[config.mk]
export PLATFORM = sky130hd
export DESIGN_NAME = inertial_frame_decoder
export DESIGN_NICKNAME = d
export VERILOG_FILES = /design/src/hw/rtl/ifd_pkg.sv /design/src/hw/rtl/inertial_frame_decoder.sv
export SDC_FILE = /design/constraint.sdc
export NUM_CORES = 1
export LEC_CHECK = 0
export BUFFER_PORTS_ARGS = -buffer_cell sky130_fd_sc_hd__buf_4
export CORE_MARGIN = 2
export CORE_UTILIZATION = 60
export DETAILED_ROUTE_END_ITERATION = 12
export GPL_TIMING_DRIVEN = 0
export PLACE_DENSITY = 0.83
export SETUP_SLACK_MARGIN = 0.1
export SLEW_MARGIN = 15
export SYNTH_ARGS = -nofsm -noshare
export SYNTH_HDL_FRONTEND = slang
export SYNTH_SLANG_ARGS = --single-unit
[constraint.sdc]
create_clock -name clk -period 10.18 [get_ports clk]
set_clock_uncertainty 0.05 [all_clocks]
set_input_delay 0.509 -clock clk [delete_from_list [all_inputs] [get_ports clk]]
set_output_delay 0.509 -clock clk [all_outputs]
set_load 0.01 [all_outputs]
[src/hw/rtl/ifd_pkg.sv]
// Package for the inertial frame decoder: field widths, codes and limits.
package ifd_pkg;

    localparam int MAX_FRAME_BYTES = 64;
    localparam int CAP_DEPTH       = 29;
    localparam int CAP_IDX_W       = $clog2(CAP_DEPTH);
    localparam int POS_W           = $clog2(MAX_FRAME_BYTES);
    localparam int LEN_W           = 7;
    localparam int TURN_CDEG       = 36000;

    localparam int IN_W   = 8;
    localparam int OUT_W  = 208;
    localparam int CFG_W  = 17;
    localparam int ADDR_W = 3;

    localparam logic [7:0] HDR_BYTE0   = 8'hAA;
    localparam logic [7:0] HDR_BYTE1   = 8'h55;
    localparam logic [7:0] POS_FLAG    = 8'h04;
    localparam logic [7:0] POS_STATUS  = 8'hF0;
    localparam logic [15:0] RUN_MAX    = 16'hFFFF;

    localparam logic signed [17:0] ANG_MAX = 18'sd50768;
    localparam logic signed [17:0] ANG_MIN = -18'sd50768;

    localparam logic [LEN_W-1:0] LEN_MIN_L0 = 7'd21;
    localparam logic [LEN_W-1:0] LEN_MIN_L1 = 7'd29;
    localparam logic [LEN_W-1:0] LEN_MIN_L2 = 7'd25;
    localparam logic [LEN_W-1:0] LEN_MAX    = LEN_W'(MAX_FRAME_BYTES);
    localparam logic [LEN_W-1:0] LEN_RESET  = 7'd32;

    typedef enum logic [1:0] {
        FMT_LE16 = 2'd0,
        FMT_BE   = 2'd1,
        FMT_LE32 = 2'd2,
        FMT_ALT  = 2'd3
    } frame_fmt_t;

    typedef enum logic [1:0] {
        RES_OK     = 2'd0,
        RES_HEADER = 2'd1,
        RES_CSUM   = 2'd2,
        RES_UNUSED = 2'd3
    } result_code_t;

    typedef enum logic [ADDR_W-1:0] {
        REG_FRAME_FORMAT   = 3'd0,
        REG_FRAME_LENGTH   = 3'd1,
        REG_PITCH_OFFSET   = 3'd2,
        REG_ROLL_OFFSET    = 3'd3,
        REG_HEADING_OFFSET = 3'd4,
        REG_SPARE5         = 3'd5,
        REG_SPARE6         = 3'd6,
        REG_SPARE7         = 3'd7
    } reg_index_t;

endpackage

[src/hw/rtl/inertial_frame_decoder.sv]
// Inertial frame decoder: byte-serial header/checksum check and field decode.
// Throughput: one byte word per cycle; s_tready drops only while a finished
// frame waits behind a result word that the master side has not yet taken.
// The last frame byte is captured and the frame is marked pending; the fields
// are then decoded into the held registers and the result word is raised once
// any earlier word is taken. Reset clears position, sum, held values, the
// bad-frame run and the registers; the capture bytes are left unreset.
module inertial_frame_decoder (
    input  logic                         clk,
    input  logic                         rst_n,
    input  logic                         s_tvalid,
    output logic                         s_tready,
    input  logic [ifd_pkg::IN_W-1:0]     s_tdata,   // [7:0] rx_byte
    input  logic                         s_tuser,   // [0] frame_start
    output logic                         m_tvalid,
    input  logic                         m_tready,
    // [7:0] unit_status, [24:8] pitch_cdeg, [41:25] roll_cdeg,
    // [57:42] heading_cdeg, [89:58] longitude_raw, [121:90] latitude_raw,
    // [138:122] height_m, [154:139] rate_x_raw, [170:155] rate_y_raw,
    // [186:171] rate_z_raw, [202:187] bad_frame_run, [207:203] zero
    output logic [ifd_pkg::OUT_W-1:0]    m_tdata,
    output logic [1:0]                   m_tuser,   // [1:0] result_code
    input  logic                         cfg_we,
    input  logic [ifd_pkg::ADDR_W-1:0]   cfg_addr,
    input  logic [ifd_pkg::CFG_W-1:0]    cfg_wdata
);
    import ifd_pkg::*;

    // Configuration registers.
    frame_fmt_t              fmt_reg;
    logic [LEN_W-1:0]        len_reg;
    logic signed [15:0]      pitch_ofs_reg;
    logic signed [15:0]      roll_ofs_reg;
    logic signed [16:0]      head_ofs_reg;

    // Byte-stage state.
    logic [POS_W-1:0]        pos_reg, pos_next;
    logic [7:0]              sum_reg, sum_next;
    logic                    hdr_reg, hdr_next;
    logic                    done_reg, done_next;
    logic [7:0]              cap_reg [CAP_DEPTH];
    logic                    pend_reg, pend_next;
    result_code_t            pend_code_reg, pend_code_next;

    // Held values; they are also the output payload.
    logic [7:0]              status_reg;
    logic signed [16:0]      pitch_reg, roll_reg, height_reg;
    logic [15:0]             heading_reg;
    logic [31:0]             lon_reg, lat_reg;
    logic [15:0]             rate_x_reg, rate_y_reg, rate_z_reg;
    logic [15:0]             run_reg;
    result_code_t            code_reg;
    logic                    m_tvalid_reg;

    logic                    accept;
    logic                    fire;
    logic                    frame_end;
    logic [POS_W-1:0]        pos_eff;
    logic [7:0]              sum_eff;
    logic                    done_eff;
    logic [LEN_W-1:0]        len_lo, len_clip, len_m1;
    logic [POS_W-1:0]        last_pos;
    logic                    cap_we;
    logic [CAP_IDX_W-1:0]    cap_idx;

    assign fire     = pend_reg && !(m_tvalid_reg && !m_tready);
    assign s_tready = !(pend_reg && m_tvalid_reg && !m_tready);
    assign accept   = s_tvalid && s_tready;

    always_ff @(posedge clk or negedge rst_n)
    begin
        if (!rst_n)
        begin
            fmt_reg       <= FMT_LE16;
            len_reg       <= LEN_RESET;
            pitch_ofs_reg <= '0;
            roll_ofs_reg  <= '0;
            head_ofs_reg  <= '0;
        end
        else if (cfg_we)
        begin
            unique case (reg_index_t'(cfg_addr))
                REG_FRAME_FORMAT:   fmt_reg       <= frame_fmt_t'(cfg_wdata[1:0]);
                REG_FRAME_LENGTH:   len_reg       <= cfg_wdata[LEN_W-1:0];
                REG_PITCH_OFFSET:   pitch_ofs_reg <= cfg_wdata[15:0];
                REG_ROLL_OFFSET:    roll_ofs_reg  <= cfg_wdata[15:0];
                REG_HEADING_OFFSET: head_ofs_reg  <= cfg_wdata[16:0];
                default: ;
            endcase
        end
    end

    // Effective last byte position for the selected layout.
    always_comb
    begin
        unique case (fmt_reg)
            FMT_BE:   len_lo = LEN_MIN_L1;
            FMT_LE32: len_lo = LEN_MIN_L2;
            default:  len_lo = LEN_MIN_L0;
        endcase
        len_clip = (len_reg < len_lo) ? len_lo : len_reg;
        if (len_clip > LEN_MAX)
        begin
            len_clip = LEN_MAX;
        end
        len_m1   = len_clip - LEN_W'(1);
        last_pos = len_m1[POS_W-1:0];
    end

    // Byte stage: position, running sum, header check and capture.
    always_comb
    begin
        pos_eff   = s_tuser ? '0 : pos_reg;
        sum_eff   = s_tuser ? '0 : sum_reg;
        done_eff  = s_tuser ? 1'b0 : done_reg;
        pos_next  = pos_reg;
        sum_next  = sum_reg;
        hdr_next  = hdr_reg;
        done_next = done_reg;
        frame_end = 1'b0;
        cap_we    = 1'b0;
        cap_idx   = pos_eff[CAP_IDX_W-1:0];
        pend_code_next = pend_code_reg;
        if (accept)
        begin
            pos_next  = pos_eff;
            sum_next  = sum_eff;
            done_next = done_eff;
            if (!done_eff)
            begin
                cap_we = (pos_eff < POS_W'(CAP_DEPTH));
                if (pos_eff == POS_W'(0))
                begin
                    hdr_next = (s_tdata == HDR_BYTE0);
                end
                else if (pos_eff == POS_W'(1))
                begin
                    hdr_next = hdr_reg && (s_tdata == HDR_BYTE1);
                end
                if (pos_eff < last_pos)
                begin
                    sum_next = sum_eff + s_tdata;
                    pos_next = pos_eff + POS_W'(1);
                end
                else
                begin
                    done_next = 1'b1;
                    frame_end = 1'b1;
                    priority if (!hdr_reg)
                    begin
                        pend_code_next = RES_HEADER;
                    end
                    else if ((fmt_reg == FMT_BE) ? (sum_eff != s_tdata)
                                                 : (sum_eff + s_tdata != 8'd0))
                    begin
                        pend_code_next = RES_CSUM;
                    end
                    else
                    begin
                        pend_code_next = RES_OK;
                    end
                end
            end
        end
        pend_next = (pend_reg && !fire) || frame_end;
    end

    always_ff @(posedge clk or negedge rst_n)
    begin
        if (!rst_n)
        begin
            pos_reg       <= '0;
            sum_reg       <= '0;
            hdr_reg       <= 1'b0;
            done_reg      <= 1'b0;
            pend_reg      <= 1'b0;
            pend_code_reg <= RES_OK;
        end
        else
        begin
            pos_reg       <= pos_next;
            sum_reg       <= sum_next;
            hdr_reg       <= hdr_next;
            done_reg      <= done_next;
            pend_reg      <= pend_next;
            pend_code_reg <= pend_code_next;
        end
    end

    always_ff @(posedge clk)
    begin
        if (cap_we)
        begin
            cap_reg[cap_idx] <= s_tdata;
        end
    end

    // Decode stage: fields come from the capture bytes of the finished frame.
    logic [15:0]             raw_pitch, raw_roll, raw_head;
    logic signed [17:0]      pitch_sum, roll_sum;
    logic signed [18:0]      head_sum, head_wrap;
    logic signed [16:0]      pitch_sat, roll_sat;
    logic [31:0]             lon_dec, lat_dec;
    logic signed [16:0]      height_dec;
    logic                    be_pos_upd;
    logic [15:0]             run_inc;

    always_comb
    begin
        if (fmt_reg == FMT_BE)
        begin
            raw_pitch = {cap_reg[23], cap_reg[24]};
            raw_roll  = {cap_reg[25], cap_reg[26]};
            raw_head  = {cap_reg[27], cap_reg[28]};
            pitch_sum = {{2{pitch_ofs_reg[15]}}, pitch_ofs_reg}
                      + {{2{raw_pitch[15]}}, raw_pitch};
            roll_sum  = {{2{roll_ofs_reg[15]}}, roll_ofs_reg}
                      + {{2{raw_roll[15]}}, raw_roll};
            head_sum  = {{2{head_ofs_reg[16]}}, head_ofs_reg}
                      - {{3{raw_head[15]}}, raw_head};
        end
        else
        begin
            raw_pitch = {cap_reg[10], cap_reg[9]};
            raw_roll  = {cap_reg[12], cap_reg[11]};
            raw_head  = {cap_reg[14], cap_reg[13]};
            pitch_sum = {{2{pitch_ofs_reg[15]}}, pitch_ofs_reg}
                      - {{2{raw_pitch[15]}}, raw_pitch};
            roll_sum  = {{2{roll_ofs_reg[15]}}, roll_ofs_reg}
                      - {{2{raw_roll[15]}}, raw_roll};
            head_sum  = {{2{head_ofs_reg[16]}}, head_ofs_reg}
                      + {3'b000, raw_head};
        end

        priority if (pitch_sum > ANG_MAX)      pitch_sat = ANG_MAX[16:0];
        else if (pitch_sum < ANG_MIN)          pitch_sat = ANG_MIN[16:0];
        else                                   pitch_sat = pitch_sum[16:0];
        priority if (roll_sum > ANG_MAX)       roll_sat = ANG_MAX[16:0];
        else if (roll_sum < ANG_MIN)           roll_sat = ANG_MIN[16:0];
        else                                   roll_sat = roll_sum[16:0];

        // The sum spans less than four turns on either side of zero, so a
        // fixed set of turn corrections covers every case.
        priority if (head_sum < -19'sd72000)   head_wrap = head_sum + 19'sd108000;
        else if (head_sum < -19'sd36000)       head_wrap = head_sum + 19'sd72000;
        else if (head_sum < 19'sd0)            head_wrap = head_sum + 19'sd36000;
        else if (head_sum < 19'sd36000)        head_wrap = head_sum;
        else if (head_sum < 19'sd72000)        head_wrap = head_sum - 19'sd36000;
        else if (head_sum < 19'sd108000)       head_wrap = head_sum - 19'sd72000;
        else                                   head_wrap = head_sum - 19'sd108000;

        unique case (fmt_reg)
            FMT_BE:
            begin
                lon_dec    = {cap_reg[12], cap_reg[13], cap_reg[14], cap_reg[15]};
                lat_dec    = {cap_reg[16], cap_reg[17], cap_reg[18], cap_reg[19]};
                height_dec = height_reg;
            end
            FMT_LE32:
            begin
                lon_dec    = {cap_reg[18], cap_reg[17], cap_reg[16], cap_reg[15]};
                lat_dec    = {cap_reg[22], cap_reg[21], cap_reg[20], cap_reg[19]};
                height_dec = {1'b0, cap_reg[24], cap_reg[23]};
            end
            default:
            begin
                lon_dec    = {{16{cap_reg[16][7]}}, cap_reg[16], cap_reg[15]};
                lat_dec    = {{16{cap_reg[18][7]}}, cap_reg[18], cap_reg[17]};
                height_dec = {cap_reg[20][7], cap_reg[20], cap_reg[19]};
            end
        endcase

        be_pos_upd = (cap_reg[11] & POS_FLAG) != 8'd0;
        run_inc    = (run_reg == RUN_MAX) ? run_reg : run_reg + 16'd1;
    end

    always_ff @(posedge clk or negedge rst_n)
    begin
        if (!rst_n)
        begin
            status_reg   <= '0;
            pitch_reg    <= '0;
            roll_reg     <= '0;
            heading_reg  <= '0;
            lon_reg      <= '0;
            lat_reg      <= '0;
            height_reg   <= '0;
            rate_x_reg   <= '0;
            rate_y_reg   <= '0;
            rate_z_reg   <= '0;
            run_reg      <= '0;
            code_reg     <= RES_OK;
            m_tvalid_reg <= 1'b0;
        end
        else
        begin
            if (fire)
            begin
                m_tvalid_reg <= 1'b1;
                code_reg     <= pend_code_reg;
                unique case (pend_code_reg)
                    RES_OK:
                    begin
                        pitch_reg   <= pitch_sat;
                        roll_reg    <= roll_sat;
                        heading_reg <= head_wrap[15:0];
                        if (fmt_reg == FMT_BE)
                        begin
                            if (be_pos_upd)
                            begin
                                lon_reg    <= lon_dec;
                                lat_reg    <= lat_dec;
                                status_reg <= POS_STATUS;
                            end
                        end
                        else
                        begin
                            run_reg    <= '0;
                            status_reg <= cap_reg[2];
                            lon_reg    <= lon_dec;
                            lat_reg    <= lat_dec;
                            height_reg <= height_dec;
                            rate_x_reg <= {cap_reg[6], cap_reg[5]};
                            rate_y_reg <= {cap_reg[4], cap_reg[3]};
                            rate_z_reg <= {cap_reg[8], cap_reg[7]};
                        end
                    end
                    RES_CSUM:
                    begin
                        // A layout 1 sum mismatch leaves the run alone.
                        if (fmt_reg != FMT_BE)
                        begin
                            run_reg <= run_inc;
                        end
                    end
                    default:
                    begin
                        run_reg <= run_inc;
                    end
                endcase
            end
            else if (m_tready)
            begin
                m_tvalid_reg <= 1'b0;
            end
        end
    end

    assign m_tvalid = m_tvalid_reg;
    assign m_tuser  = code_reg;
    assign m_tdata  = {5'b00000, run_reg, rate_z_reg, rate_y_reg, rate_x_reg,
                       height_reg, lat_reg, lon_reg, heading_reg, roll_reg,
                       pitch_reg, status_reg};

    // A finished frame always finds the decode stage empty.
    a_no_overrun: assert property (@(posedge clk) disable iff (!rst_n)
        frame_end |-> !pend_reg)
        else $error("frame ended while a decode was still pending");

    a_fire_valid: assert property (@(posedge clk) disable iff (!rst_n)
        fire |=> m_tvalid_reg)
        else $error("decoded frame did not raise the result word");

    a_head_range: assert property (@(posedge clk) disable iff (!rst_n)
        heading_reg < 16'(TURN_CDEG))
        else $error("held heading outside one turn");

    a_run_hold: assert property (@(posedge clk) disable iff (!rst_n)
        !fire |=> $stable(run_reg))
        else $error("bad-frame run changed without a finished frame");

endmodule

# ---- After elaboration in Yosys (flattened, before gate mapping)
# Memory sizes are Yosys's and may differ from the RTL's. A register that Yosys moved wholly into a read port is not among the register bits.
# Cells that the tools add are included.
dict set report totals {
  ff_bits 235
  ram_bits 232
  input_bits 34
  memories 1
}
dict set report classes {
  n_addsub 16
  magnitude_cmp 14
  n_eq_ne 16
  muxes 51
  bitwise 3
  reduce_logical 35
}
# name words width rd rd_clocked_by_memory_dff wr line_no
set mem_list {}
lappend mem_list {cap_reg 29 8 27 6 1 inertial_frame_decoder.sv:41} ;# logic [7:0] cap_reg [CAP_DEPTH];
# op count
set ops {}
lappend ops {{two-way mux 16 bit} 9}
lappend ops {{two-way mux 32 bit} 4}
lappend ops {{case mux 32 bit (2 select lines)} 2}
lappend ops {{two-way mux 17 bit} 5}
lappend ops {{less-than comparator 19 x 18 -> 1 bit, second input constant} 3}
lappend ops {{two-way mux 8 bit} 5}
lappend ops {{less-than comparator 19 x 17 -> 1 bit, second input constant} 2}
lappend ops {{> comparator 18 x 17 -> 1 bit, second input constant} 2}
lappend ops {{less-than comparator 18 x 17 -> 1 bit, second input constant} 2}
lappend ops {{two-way mux 18 bit} 2}
lappend ops {{adder 16 x 16 -> 17 bit} 2}
lappend ops {{subtractor 16 x 16 -> 17 bit} 2}
lappend ops {{adder 16 bit, second input constant} 2}
lappend ops {{case mux 16 bit (2 select lines)} 1}
lappend ops {{subtractor 16 bit, second input constant} 2}
lappend ops {{two-way mux 6 bit} 4}
lappend ops {{less-than comparator 19 x 1 -> 1 bit, second input constant} 1}
lappend ops {{two-way mux 19 bit} 1}
lappend ops {{adder 17 x 17 -> 18 bit} 1}
lappend ops {{subtractor 17 x 16 -> 18 bit} 1}
lappend ops {{adder 16 x 1 -> 16 bit, second input constant} 1}
lappend ops {{adder 16 x 14 -> 16 bit, second input constant} 1}
lappend ops {{== test 16 bit, second input constant} 1}
lappend ops {{subtractor 16 x 14 -> 16 bit, second input constant} 1}
lappend ops {{33 further kinds} 78}

# ---- Logic depth before layout (Yosys ltp)
# Gate-level depths: netlist of run 1.
dict set report logic_depth {
  depth_word 12
  ltp_mapped 26
  depth_no_buf 22
}

# ---- Worst setup path after synthesis of run 1
# OpenSTA, ideal clock, no wires.
dict set report synth_path {
  path_type {register to register}
  from {register fmt_reg[1]}
  to {register roll_reg[10]}
  setup_ps 121
  arrival_time_ps 5035
  required_time_ps 10009
  slack_ps 4974
  path_stages_with_launch 23
  n_path_buf 5
  synth_period_minus_slack_ps 5206
  path_cell_list {dfrtp_1 inv_1 ha_1 clkbuf_1 clkbuf_1 clkbuf_1 nand2_1 o21ai_0 ha_1 a21o_1 a21o_1 a221o_1 a311o_1 a2111oi_1 nor2_1 xnor2_1 nand4_1 a31o_2 ha_1 buf_1 clkbuf_1 nor2_1 o22a_1}
}
dict set report synth_between {
  elab_chain_cells 5
  elab_cells_between_ends 6
  cone_classes {order compare (2); eq/ne (1); mux (3)}
}
# element line_no
set synth_lines {}
lappend synth_lines {{start, declared} inertial_frame_decoder.sv:30} ;# frame_fmt_t fmt_reg;
lappend synth_lines {{start signal, assigned} inertial_frame_decoder.sv:83} ;# REG_FRAME_FORMAT: fmt_reg <= frame_fmt_t'(cfg_wdata[1:0]);
lappend synth_lines {{== test 2 x 1 -> 1 bit (*)} inertial_frame_decoder.sv:210} ;# if (fmt_reg == FMT_BE)
lappend synth_lines {{two-way mux 18 bit (*)} inertial_frame_decoder.sv:210}
lappend synth_lines {{less-than comparator 18 x 17 -> 1 bit} inertial_frame_decoder.sv:239} ;# else if (roll_sum < ANG_MIN) roll_sat = ANG_MIN[16:0];
lappend synth_lines {{two-way mux 17 bit} inertial_frame_decoder.sv:239}
lappend synth_lines {{two-way mux 17 bit (*)} inertial_frame_decoder.sv:238} ;# priority if (roll_sum > ANG_MAX) roll_sat = ANG_MAX[16:0];
lappend synth_lines {{end signal, assigned} inertial_frame_decoder.sv:305} ;# roll_reg <= roll_sat;
lappend synth_lines {{end, declared} inertial_frame_decoder.sv:47} ;# logic signed [16:0] pitch_reg, roll_reg, height_reg;
# Every way passes the cells marked *; elsewhere a longest branch is shown, timed or not.
# A chain may end at the register's enable or synchronous reset.

# ---- Worst setup path after layout of run 1
dict set report layout_path {
  from {register fmt_reg[1]}
  to {register heading_reg[12]}
}
dict set report layout_between {
  elab_chain_cells 9
  elab_cells_between_ends 20
  cone_classes {add/sub (6); order compare (6); eq/ne (1); mux (7)}
}
# element line_no
set layout_lines {}
lappend layout_lines {{== test 2 x 1 -> 1 bit (*)} inertial_frame_decoder.sv:210}
lappend layout_lines {{two-way mux 19 bit (*)} inertial_frame_decoder.sv:210}
lappend layout_lines {{subtractor 16 bit (tied with other cells)} inertial_frame_decoder.sv:250} ;# else head_wrap = head_sum - 19'sd108000;
lappend layout_lines {{two-way mux 16 bit} inertial_frame_decoder.sv:249} ;# else if (head_sum < 19'sd108000) head_wrap = head_sum - 19'sd72000;
lappend layout_lines {{two-way mux 16 bit} inertial_frame_decoder.sv:248} ;# else if (head_sum < 19'sd72000) head_wrap = head_sum - 19'sd36000;
lappend layout_lines {{two-way mux 16 bit} inertial_frame_decoder.sv:247} ;# else if (head_sum < 19'sd36000) head_wrap = head_sum;
lappend layout_lines {{two-way mux 16 bit} inertial_frame_decoder.sv:246} ;# else if (head_sum < 19'sd0) head_wrap = head_sum + 19'sd36000;
lappend layout_lines {{two-way mux 16 bit} inertial_frame_decoder.sv:245} ;# else if (head_sum < -19'sd36000) head_wrap = head_sum + 19'sd72000;
lappend layout_lines {{two-way mux 16 bit (*)} inertial_frame_decoder.sv:244} ;# priority if (head_sum < -19'sd72000) head_wrap = head_sum + 19'sd108000;
lappend layout_lines {{end signal, assigned} inertial_frame_decoder.sv:306} ;# heading_reg <= head_wrap[15:0];
lappend layout_lines {{end, declared} inertial_frame_decoder.sv:48} ;# logic [15:0] heading_reg;
# Marks and branches as above.

==> results.cfg, run 1 <==
[cells_and_area]
drive_gt1_share_pct = 16.2
fin_util_pct = 71.8
n_fill_cell = 2723
fin_area_um2 = 28600
final_nets = 2685
num_antenna_cells = 0
largest_register_ffs = 216
syn_to_final_growth_pct = 17.3

[sta]
tns_ns = 0
period_minus_slack_ns = 7.72
worst_hold_slack_ns = 0.0932
rsz0062_at_grt = no
setup_ws_ns = 2.46
clock.fmax_mhz = 130
hold_viol_final = 0
finalSetupViolCount = 0
worst_pin_slew_ns = 1.21
relSlewSlack_pct = 19.4
slew_violations = 0
timing.final.crit_share_pct = 75.8

[min_path]
hp-class = input port to flip-flop
hold-path-endpoint = head_ofs_reg[16]
hold_start = cfg_wdata[16]
hold_depth = 2

[die]
die_w_um = 206
die_area_um2 = 42300
rows = 73
io_pins = 246
die_h_um = 206
core_um2 = 39900
initial_core_util_pct = 61.2

[yosys]
syn_area_um2 = 24400
ys_top_cells_by_count = nand2_1, dfrtp_1, edfxtp_1
ys_ff_latch = 499
syn_inst = 2265
ys.flop_type = dfrtp_1
avgSynthCellArea_um2 = 10.8
yosys_warnings = 0
synth-edff-count = 216
ys_types = 96
yosysSeqAreaShare_pct = 55.6
synthTopCellsByArea = dfrtp_1, edfxtp_1, nand2_1
synth_area_leader_cell = dfrtp_1
synth_top_area_share_pct = 28.9
postSynth.asyncResetShare_pct = 56.7
yosysMostFrequentCell = nand2_1

[worst_setup_path]
cp_max_fo = 10
r2r_start = fmt_reg[1]
r2r_end = heading_reg[12]
crit_path_end_kind = flip-flop
startpoint_type = flip-flop
max_stage_delay_ns = 0.80
cp_slowest_cell = clkbuf_1
cp_cell_sequence = inv_1, ha_1, clkbuf_1, clkbuf_1, clkbuf_1, nand2_1, o21ai_0, ha_1, fa_1, nor2b_1, o31a_1, o31ai_1, nand2_1, inv_1, ha_1, nor3_1, o311ai_1, nand4_1, a2111oi_0, o31ai_1, a32oi_1, xnor2_1, o21ai_1
rr_worst_depth = 23
critPathKind = flip-flop to flip-flop
cp.required_ns = 10.60
rrSetupSlack_ns = 2.46
critPathArrivalTime_ns = 8.14

[grt]
grt-ovfl-total = 0
grt_pass1_vias = 19500
grt_max_degree = 85
track_usage_pct = 34.2
grt_pass1_wl_um = 110000
antenna_found_initial = 0

[place]
place.gp.congestion = 0.962
dp.final_hpwl_um = 51200
dp_slack_ns = 2.81
port_buffers = 237
placed_area_um2 = 27000

[run_status]
status = completed

[routing]
wl_per_cell_um = 23.0
drt_iter0_drc = 2050
dr.pass1.iters = 10
via_per_inst = 6.30
antenna_left = 0
drcViolationCount = 0
wl_um = 71800
via_count = 19700

[cts]
cts_max_level = 2
cts_inserted_buffers = 49
worstSkewPairLatency_ns = 0.61
cts_hold_buf = 1
tritoncts = built
cts_max_path_buffers = 3
root_buffer = clkbuf_16
cts-resized-gates = 0
clock_sinks = 499
clk_pin_slew_ns = 0.07
postCtsSetupBuffers = 0

[pwr]
power_density_nw_per_um2 = 224
ir_drop_mv = 0.149
p_leak_nw = 12.4

[run]
maxCapViolations = 0
area by class of cell:
| cell class | count | area [um^2] | area share [%] |
|---|---|---|---|
| timing repair buffer | 242 | 1890 | 6.59 |
| clock inverter | 27 | 323 | 1.13 |
| tap | 525 | 657 | 2.29 |
| clock buffer | 65 | 1330 | 4.63 |
| buffer | 112 | 459 | 1.60 |
| multi-input combinational | 1603 | 10200 | 35.7 |
| inverter | 55 | 206 | 0.721 |
| sequential | 499 | 13600 | 47.4 |
report_power, final:
part | internal (W) | total [W] | switching, W
Sequential | 0.00219 | 0.00226 | 0.0000696
Clock | 0.00104 | 0.00186 | 0.000820
Combinational | 0.000842 | 0.00231 | 0.00146
Total | 0.00407 | 0.00642 | 0.00235
cell usage in the layout, fill, tap and decap left out, types with 60 or more instances in the layout:
cell / count
ha_1: 85
nand2_1: 353
a21oi_1: 89
dfrtp_1: 282
clkbuf_1: 103
edfxtp_1: 216
xor2_1: 65
o21ai_0: 116
buf_4: 243
a221oi_1: 60
nor2_1: 209
through the flow:
stage	power, W	std cells
floorplan	0.00393	2269
global placement	0.00448	3031
detailed placement	0.00453	3035
CTS	0.00638	3128
global route	0.00674	3128
finish	0.00642	3128
logic make-up (layout without fill, tap and decap cells):
kind of cell,after synthesis,in the layout,share of synthesized area (%)
XOR/XNOR,109,109,3.99
flip-flops,499,499,55.6
AND/OR/NAND/NOR,811,811,15.0
buffers and inverters,167,501,2.73
other,1,5,0.0154
adder cells (fa/ha/maj),89,89,4.68
AO/OA/AOI/OAI,503,503,14.2
multiplexers,86,86,3.83
critical path, delay by kind of cell (launching register included):
| family | cells | cell delay, ns |
|---|---|---|
| AOI/OAI and AO/OA | 8 | 2.57 |
| adders and majority gates | 4 | 1.26 |
| xor gates and xnor gates | 1 | 0.17 |
| and+or+nand+nor | 5 | 0.93 |
| DFF | 1 | 0.42 |
| buffers and inverters | 5 | 2.13 |
routing by layer:
metal | track usage, % | vias to the layer above | share of wire, %
met5 | 0 | - | 0
met4 | 16.0 | 0 | 4.8
met3 | 7.84 | 221 | 9.4
met2 | 55.8 | 1080 | 47
met1 | 43.4 | 9614 | 38
li1 | - | 8797 | -
worst max path at each step:
stage | from | endpoint | slack, ns
after global placement | fmt_reg[1] | heading_reg[12] | 2.87
final | fmt_reg[1] | heading_reg[12] | 2.46
after detailed placement | fmt_reg[1] | heading_reg[12] | 2.81
after floorplan | fmt_reg[1] | roll_reg[10] | 4.97
after CTS | fmt_reg[1] | heading_reg[12] | 2.72
after global routing | fmt_reg[1] | heading_reg[12] | 2.18
No activity file was read; power rests on OpenSTA's default activity.
==> run 2: changes to the inputs <==
clock period = 7.72 ns   (was 10.18 ns; I/O delays follow)
==> results.cfg, run 2 (synthesis gave the netlist of run 1 again) <==
[worst_setup_path]
critPathKind = flip-flop to flip-flop
rrSetupSlack_ns = 0.65
crit_path_end_kind = flip-flop
cp_cell_sequence = inv_1, ha_1, clkbuf_2, clkbuf_2, clkbuf_1, nand2_1, o21ai_0, ha_1, fa_1, nor2b_1, o31a_1, o31ai_1, nand2_1, ha_1, inv_1, o21ai_0, a311oi_1, o31ai_1, and2_1, clkbuf_1, or2_2, o31ai_1, xnor2_1, o21ai_1
r2r_start = fmt_reg[1]
critPathArrivalTime_ns = 7.50
cp_max_fo = 10
rr_worst_depth = 24
r2r_end = heading_reg[11]
max_stage_delay_ns = 0.48
startpoint_type = flip-flop
path_buf_inv = 6
crit_family = compound AO/OA/AOI/OAI gates
cp.required_ns = 8.14
cp_slowest_cell = ha_1

[cells_and_area]
multi_input_area_um2 = 10200
most-common-layout-cells = nand2_1, dfrtp_1, buf_4, edfxtp_1, nor2_1
syn_to_final_growth_pct = 17.5
final_nets = 2690
largest_register_ffs = 216
drive_gt1_share_pct = 16.3
num_antenna_cells = 0
seq_area_um2 = 13600
n_fill_cell = 2727
stdcell_count = 3133
final_common_cell = nand2_1

[grt]
grt_pass1_wl_um = 110000
antenna_found_initial = 0
grt-ovfl-total = 0
grt_pass1_vias = 19600
grt_max_degree = 85
track_usage_pct = 34.2

[sta]
hold_viol_final = 0
relSlewSlack_pct = 19.5
slew_violations = 0
tns_ns = 0
rsz0062_at_grt = no
period_minus_slack_ns = 7.07
clock.fmax_mhz = 141
timing.final.crit_share_pct = 91.6
worst_pin_slew_ns = 1.21
finalSetupViolCount = 0

[cts]
root_buffer = clkbuf_16
cts_inserted_buffers = 49
cts_max_path_buffers = 3
clk_pin_slew_ns = 0.07
clock_sinks = 499
cts_max_level = 2
tritoncts = built
worstSkewPairLatency_ns = 0.61

[routing]
drt_iter0_drc = 2003
wl_per_cell_um = 23.0
via_per_inst = 6.30
wl_um = 72000
via_count = 19700
dr.pass1.iters = 8
antenna_left = 0
drcViolationCount = 0

[place]
place.gp.congestion = 0.962
port_buffers = 237
dp.cells = 3035
dp.final_hpwl_um = 51200

[min_path]
hp-class = input port to flip-flop
hold-path-endpoint = pitch_ofs_reg[2]
hold_start = cfg_wdata[2]
hold_depth = 2

[pwr]
power_density_nw_per_um2 = 296
ir_drop_mv = 0.195
p_leak_nw = 12.4

[run]
maxCapViolations = 0

[die]
die_h_um = 206
die_w_um = 206
rows = 73
io_pins = 246
initial_core_util_pct = 61.2
die_area_um2 = 42300
core_um2 = 39900

[run_status]
status = completed
[run 2: cell count changes in the layout (fill, tap and decap cells not counted), sizes merged]
cell         delta
dlygate4sd3     +5
[run 2: how the worst max path moves through the flow]
stage	start	slack, ns	cells past startpoint	end
3_5_place_dp	fmt_reg[1]	0.35	23	heading_reg[12]
4_1_cts	fmt_reg[1]	0.26	23	heading_reg[12]
6_report	fmt_reg[1]	0.65	24	heading_reg[11]
5_1_grt	fmt_reg[1]	0.22	24	heading_reg[11]
3_3_place_gp	fmt_reg[1]	0.41	23	heading_reg[12]
2_1_floorplan	fmt_reg[1]	2.51	22	roll_reg[10]
[run 2: timing repair]
| item | in CTS | in global routing |
|---|---|---|
| gates resized for setup | 0 | 6 |
| hold buffers | 6 | 0 |
| setup buffers | 0 | 0 |
| endpoints found under the setup margin | 0 | 8 |
| hold endpoints to repair | 72 | 0 |
[run 2: routing by layer]
layer  GRT usage [%]  part of all wire, %
met1            43.4                   38
met2            55.9                   47
met3            7.82                  9.7
met4            16.0                  4.8
met5               0                    0
[run 2: through the flow]
step	utilization, %	total power, W	worst slack [ns]	area [um^2]	hold slack, ns
4_1_cts	71.9	0.00842	0.256	28700	0.00750
3_3_place_gp	67.3	0.00590	0.407	26900	0.369
5_1_grt	71.9	0.00889	0.218	28700	0.0134
3_5_place_dp	67.6	0.00597	0.354	27000	0.318
6_report	71.9	0.00848	0.648	28700	0.0219
2_1_floorplan	-	0.00518	2.51	24400	0.0404
[run 2: final cells by class]
class | instances | area share, %
Buffer | 112 | 1.61
Multi-Input combinational cell | 1603 | 35.6
Tap cell | 525 | 2.29
Timing Repair Buffer | 247 | 6.75
Clock inverter | 27 | 1.13
Inverter | 55 | 0.720
Sequential cell | 499 | 47.3
Clock buffer | 65 | 4.62
[run 2: worst reg2reg max path, cell delays in order, from the launching register on]
cell and delay (ns):
dfrtp_1 0.42, inv_1 0.09, ha_1 0.48, clkbuf_2 0.38
clkbuf_2 0.46, clkbuf_1 0.47, nand2_1 0.12, o21ai_0 0.17
ha_1 0.27, fa_1 0.23, nor2b_1 0.10, o31a_1 0.34
o31ai_1 0.40, nand2_1 0.30, ha_1 0.33, inv_1 0.14
o21ai_0 0.11, a311oi_1 0.43, o31ai_1 0.17, and2_1 0.21
clkbuf_1 0.25, or2_2 0.39, o31ai_1 0.30, xnor2_1 0.22
o21ai_1 0.09
[run 2: report_power, final]
group / switching, W / internal [W]
logic: 0.00193 / 0.00111
registers: 0.0000922 / 0.00289
clock network: 0.00109 / 0.00137
